==> config.mk <==
export PLATFORM = sky130hd
export DESIGN_NAME = tfl_divider
export DESIGN_NICKNAME = d
export VERILOG_FILES = /design/src/hw/rtl/tfl_pkg.sv /design/src/hw/rtl/tfl_divider.sv
export SDC_FILE = /design/constraint.sdc
export NUM_CORES = 2
export LEC_CHECK = 0
export ABC_AREA = 0
export BUFFER_PORTS_ARGS = -buffer_cell sky130_fd_sc_hd__clkbuf_2
export CORE_ASPECT_RATIO = 0.75
export CORE_MARGIN = 4
export CORE_UTILIZATION = 40
export CTS_CLUSTER_SIZE = 30
export DETAILED_ROUTE_END_ITERATION = 8
export PLACE_DENSITY = 0.66
export SYNTH_ARGS = -nofsm -noshare
export SYNTH_HDL_FRONTEND = slang
export SYNTH_SLANG_ARGS = --single-unit
==> constraint.sdc <==
create_clock -name aclk -period 5.8 [get_ports aclk]
set_input_delay 1.16 -clock aclk [delete_from_list [all_inputs] [get_ports aclk]]
set_output_delay 1.16 -clock aclk [all_outputs]
set_load 0.05 [all_outputs]
==> src/hw/rtl/tfl_pkg.sv <==
// transfer function lookup: shared constants and types
// no dependencies
`default_nettype none
package tfl_pkg;
    localparam int MaxEntriesDefault   = 16;
    localparam int FractionBitsDefault = 16;
    localparam int PosW   = 16;
    localparam int ChanW  = 16;
    localparam int CountW = 5;
    localparam int IndexW = 4;
    localparam logic KIND_WRITE    = 1'b0;
    localparam logic KIND_CLASSIFY = 1'b1;
    typedef logic [ChanW-1:0] chan_t;
    typedef struct packed {
        chan_t r;
        chan_t g;
        chan_t b;
        chan_t a;
    } color_t;
endpackage
`default_nettype wire

==> src/hw/rtl/tfl_divider.sv <==
// pipelined restoring divider, one quotient bit per stage, stall by enable
// depends on tfl_pkg
`default_nettype none
module tfl_divider #(
    parameter int NumW   = 32,
    parameter int DenW   = 16,
    parameter int TagW   = 8
) (
    input  wire logic            aclk,
    input  wire logic            aresetn,
    input  wire logic            en,
    input  wire logic            in_valid,
    input  wire logic [NumW-1:0] in_num,
    input  wire logic [DenW-1:0] in_den,
    input  wire logic [TagW-1:0] in_tag,
    output logic                 out_valid,
    output logic [NumW-1:0]      out_quo,
    output logic [TagW-1:0]      out_tag
);
    import tfl_pkg::*;

    logic [NumW:1]          valid_reg;
    logic [NumW-1:0]        num_reg [1:NumW];
    logic [DenW:0]          rem_reg [1:NumW];
    logic [DenW-1:0]        den_reg [1:NumW];
    logic [TagW-1:0]        tag_reg [1:NumW];

    for (genvar k = 0; k < NumW; k++) begin : g_stage
        logic            v_cur;
        logic [NumW-1:0] num_cur;
        logic [DenW:0]   rem_cur;
        logic [DenW-1:0] den_cur;
        logic [TagW-1:0] tag_cur;
        logic [DenW+1:0] trial;
        logic [DenW+1:0] sub;
        if (k == 0) begin : g_first
            assign v_cur   = in_valid;
            assign num_cur = in_num;
            assign rem_cur = '0;
            assign den_cur = in_den;
            assign tag_cur = in_tag;
        end else begin : g_next
            assign v_cur   = valid_reg[k];
            assign num_cur = num_reg[k];
            assign rem_cur = rem_reg[k];
            assign den_cur = den_reg[k];
            assign tag_cur = tag_reg[k];
        end
        assign trial = {rem_cur, num_cur[NumW-1]};
        assign sub   = trial - {2'b00, den_cur};
        always_ff @(posedge aclk) begin
            if (!aresetn) begin
                valid_reg[k+1] <= 1'b0;
            end else if (en) begin
                valid_reg[k+1] <= v_cur;
            end
        end
        always_ff @(posedge aclk) begin
            if (en) begin
                den_reg[k+1] <= den_cur;
                tag_reg[k+1] <= tag_cur;
                if (!sub[DenW+1]) begin
                    rem_reg[k+1] <= sub[DenW:0];
                    num_reg[k+1] <= {num_cur[NumW-2:0], 1'b1};
                end else begin
                    rem_reg[k+1] <= trial[DenW:0];
                    num_reg[k+1] <= {num_cur[NumW-2:0], 1'b0};
                end
            end
        end
    end

    assign out_valid = valid_reg[NumW];
    assign out_quo   = num_reg[NumW];
    assign out_tag   = tag_reg[NumW];
endmodule
`default_nettype wire

==> impl_metrics.toml <==
[clocking]
path_clk_slew_ns = 0.06
cts_tree = "done"
cts_setup_buffers = 0
clock_path_buffers = 4
cts_resized = 0
cts.sinks = 2335
hold_buffers = 0
cts_max_level = 4
clk_latency_ns = 0.88
cts_root_buf = "clkbuf_16"
cts_buffers = 233

[critical_path]
critPathBufInv = 1
crit_chain = "ha_1 > a21o_1 > a21o_1 > a221o_1 > a211oi_2 > o21a_2 > mux2i_4 > inv_4 > mux2_1"
cp.required_ns = 6.39
cp-end-kind = "flop"
cp_top_family = "compound AO/OA/AOI/OAI gates"
critical_path_class = "flop to flop"
cp.arrival_ns = 4.16
crit_top_cell = "a21o_1"
max_stage_delay_ns = 0.71
path_max_fanout = 27
reg2reg_slack_ns = 2.23
cp-start-kind = "flop"
crit_path_top_delay_cell = "mux2i_4"

[logic_synthesis]
syn_area_mm2 = 0.102
synth_top_area_share_pct = 67.8
syn_area_per_cell_um2 = 14.6
synth_top_cell_by_area = "edfxtp_1"
syn_nets = 7586
synthTopCellsByArea = "edfxtp_1, ha_1, inv_1, a21oi_1, xnor2_1"
synth_seq_area_share_pct = 68.4
synth.distinct_cells = 82
yosysWarnings = 0
synthFlopType = "edfxtp_1"
synth_async_sr_flop_share_pct = 0
syn_inst = 6999
synth_edf_count = 2303
synth-seq-cells = 2335

[layout]
area_growth_pct = 11.9
fillers = 22115
diodes = 0
multi_input_area_mm2 = 0.0291
regArea_mm2 = 0.0698
drive_gt1_share_pct = 9.70
nNetsFinal = 7791
largest_reg_flops = 1024
final_area_mm2 = 0.114

[global_routing]
overflow = 0
antenna_found_initial = 5
grt_pass1_wl_mm = 294
grt_max_degree = 209
grt_usage_pct = 13.7
grt_pass1_vias = 53861

[sta]
fmax_ghz = 0.280
rsz0062_at_grt = "false"
finalCritPeriodShare_pct = 61.5
fin_setup_tns_ns = 0
worst_slack_ns = 2.23
hold_viol = 0
period_needed_ns = 3.57
maxSlewHeadroom_pct = 16.5
fin_worst_skew_ns = 0.0619
tightestPinTransition_ns = 1.23
slew_violations = 0
setup_viol = 0

[drt]
drt_wl_total_mm = 183
dr_total_vias = 54779
wl_per_cell_um = 17.0
drc = 0
dr.pass1.iters = 8
routed_via_density = 5.08
drtIter0Drc = 4235
ant_nets = 0

[place]
gp_congestion = 0.876
dpl.hpwl_mm = 125
pre_cts_slack_ns = 2.22
place_area_mm2 = 0.107
io_buffers = 100

[power]
p_per_area_mw_per_mm2 = 504
p_leak_nw = 43.4
irDropWorstVdd_mv = 0.270

[floorplanning]
initial_core_util_pct = 40.2
top_level_ports = 101
die-area_mm2 = 0.263
fp.dieH_um = 445
core_area_mm2 = 0.254
die_w_um = 591
rows = 160

[outcome]
status = "finished clean"

[hold_path]
hp-class = "flop to flop"

[run]
cap_violations = 0
## per-layer routing
layer | vias to the layer above | track usage (%) | part of all wire [%]
met4 | 0 | 3.53 | 2.3
met5 | - | 0 | 0
met3 | 334 | 2.30 | 5.0
li1 | 26545 | - | -
met1 | 26697 | 20.2 | 49
met2 | 1203 | 20.9 | 44
## metrics by stage
step	util [%]	std cells	power, mW	hold WS (ns)
2_1_floorplan	-	6999	38.1	0.400
3_3_place_gp	42.0	10371	42.0	0.400
3_5_place_dp	42.0	10371	42.5	0.405
4_1_cts	45.0	10792	58.0	0.360
5_1_grt	45.0	10792	61.2	0.384
6_report	45.0	10792	57.6	0.379
## cells in the mapped netlist (20+ instances only)
cell type	n
nor2b_1	107
mux2_1	107
clkbuf_1	111
and3_1	28
mux2_4	36
xor2_1	164
o21bai_1	24
nand2_1	280
a211oi_1	59
dfxtp_1	32
o21a_1	159
buf_2	48
ha_1	497
a21oi_1	405
a21o_1	210
nand2b_1	86
a21oi_2	20
mux2_2	70
a31oi_1	84
o31a_1	66
edfxtp_1	2303
nand3_1	55
nor3_1	47
nor2_1	373
or2_2	20
fa_1	30
o31ai_1	28
inv_1	614
o21ai_1	76
xnor2_1	181
a211o_1	37
mux2i_1	68
o21ai_0	238
nand4_1	58
nor4_1	20
## power breakdown
part | total, mW | switching [mW] | internal, mW
combinational | 18.3 | 10.1 | 8.14
sequential | 24.1 | 1.61 | 22.5
clock | 15.2 | 6.35 | 8.81
## logic make-up (layout without fill, tap and decap cells)
family / count (synthesis) / in the layout / synth area share, %
adders and majority gates: 527 / 527 / 6.68
DFF: 2335 / 2335 / 68.4
AOI/OAI and AO/OA: 1566 / 1566 / 10.2
and+or+nand+nor: 1139 / 1139 / 5.31
xor gates and xnor gates: 354 / 354 / 3.11
buffers and inverters: 795 / 1186 / 3.10
muxes: 283 / 283 / 3.19
## cell type report
cell class | instances | share of cell area (%)
repair buffers | 148 | 0.910
flip-flops and latches | 2335 | 61.1
clock inverters | 146 | 1.41
multi-input cells | 3869 | 25.5
well taps | 3402 | 3.73
inverters | 617 | 2.03
clock buffers | 275 | 5.32
## final timing paths
check | from | end | depth (start not counted)
setup / recovery | rem_reg[0][481] | rem_reg[0][505] | 9
hold / removal | num_reg[0][189] | num_reg[0][222] | 0
hold reg to reg | num_reg[0][189] | num_reg[0][222] | 0
setup reg to reg | rem_reg[0][481] | rem_reg[0][505] | 9
## worst register-to-register path, cell delays in order (launching register included)
cell      delay, ns
edfxtp_1       0.41
ha_1           0.39
a21o_1         0.18
a21o_1         0.17
a221o_1        0.39
a211oi_2       0.35
o21a_2         0.21
mux2i_4        0.71
inv_4          0.15
mux2_1         0.35
## placed cells by master, fill, tap and decap left out, types with 164 or more instances in the layout
cell	instances
a21o_1	210
nand2_1	280
xor2_1	164
xnor2_1	181
edfxtp_1	2303
ha_1	497
nor2_1	373
clkbuf_16	236
a21oi_1	405
o21ai_0	238
inv_1	614
No activity file was read; power rests on OpenSTA's default activity.
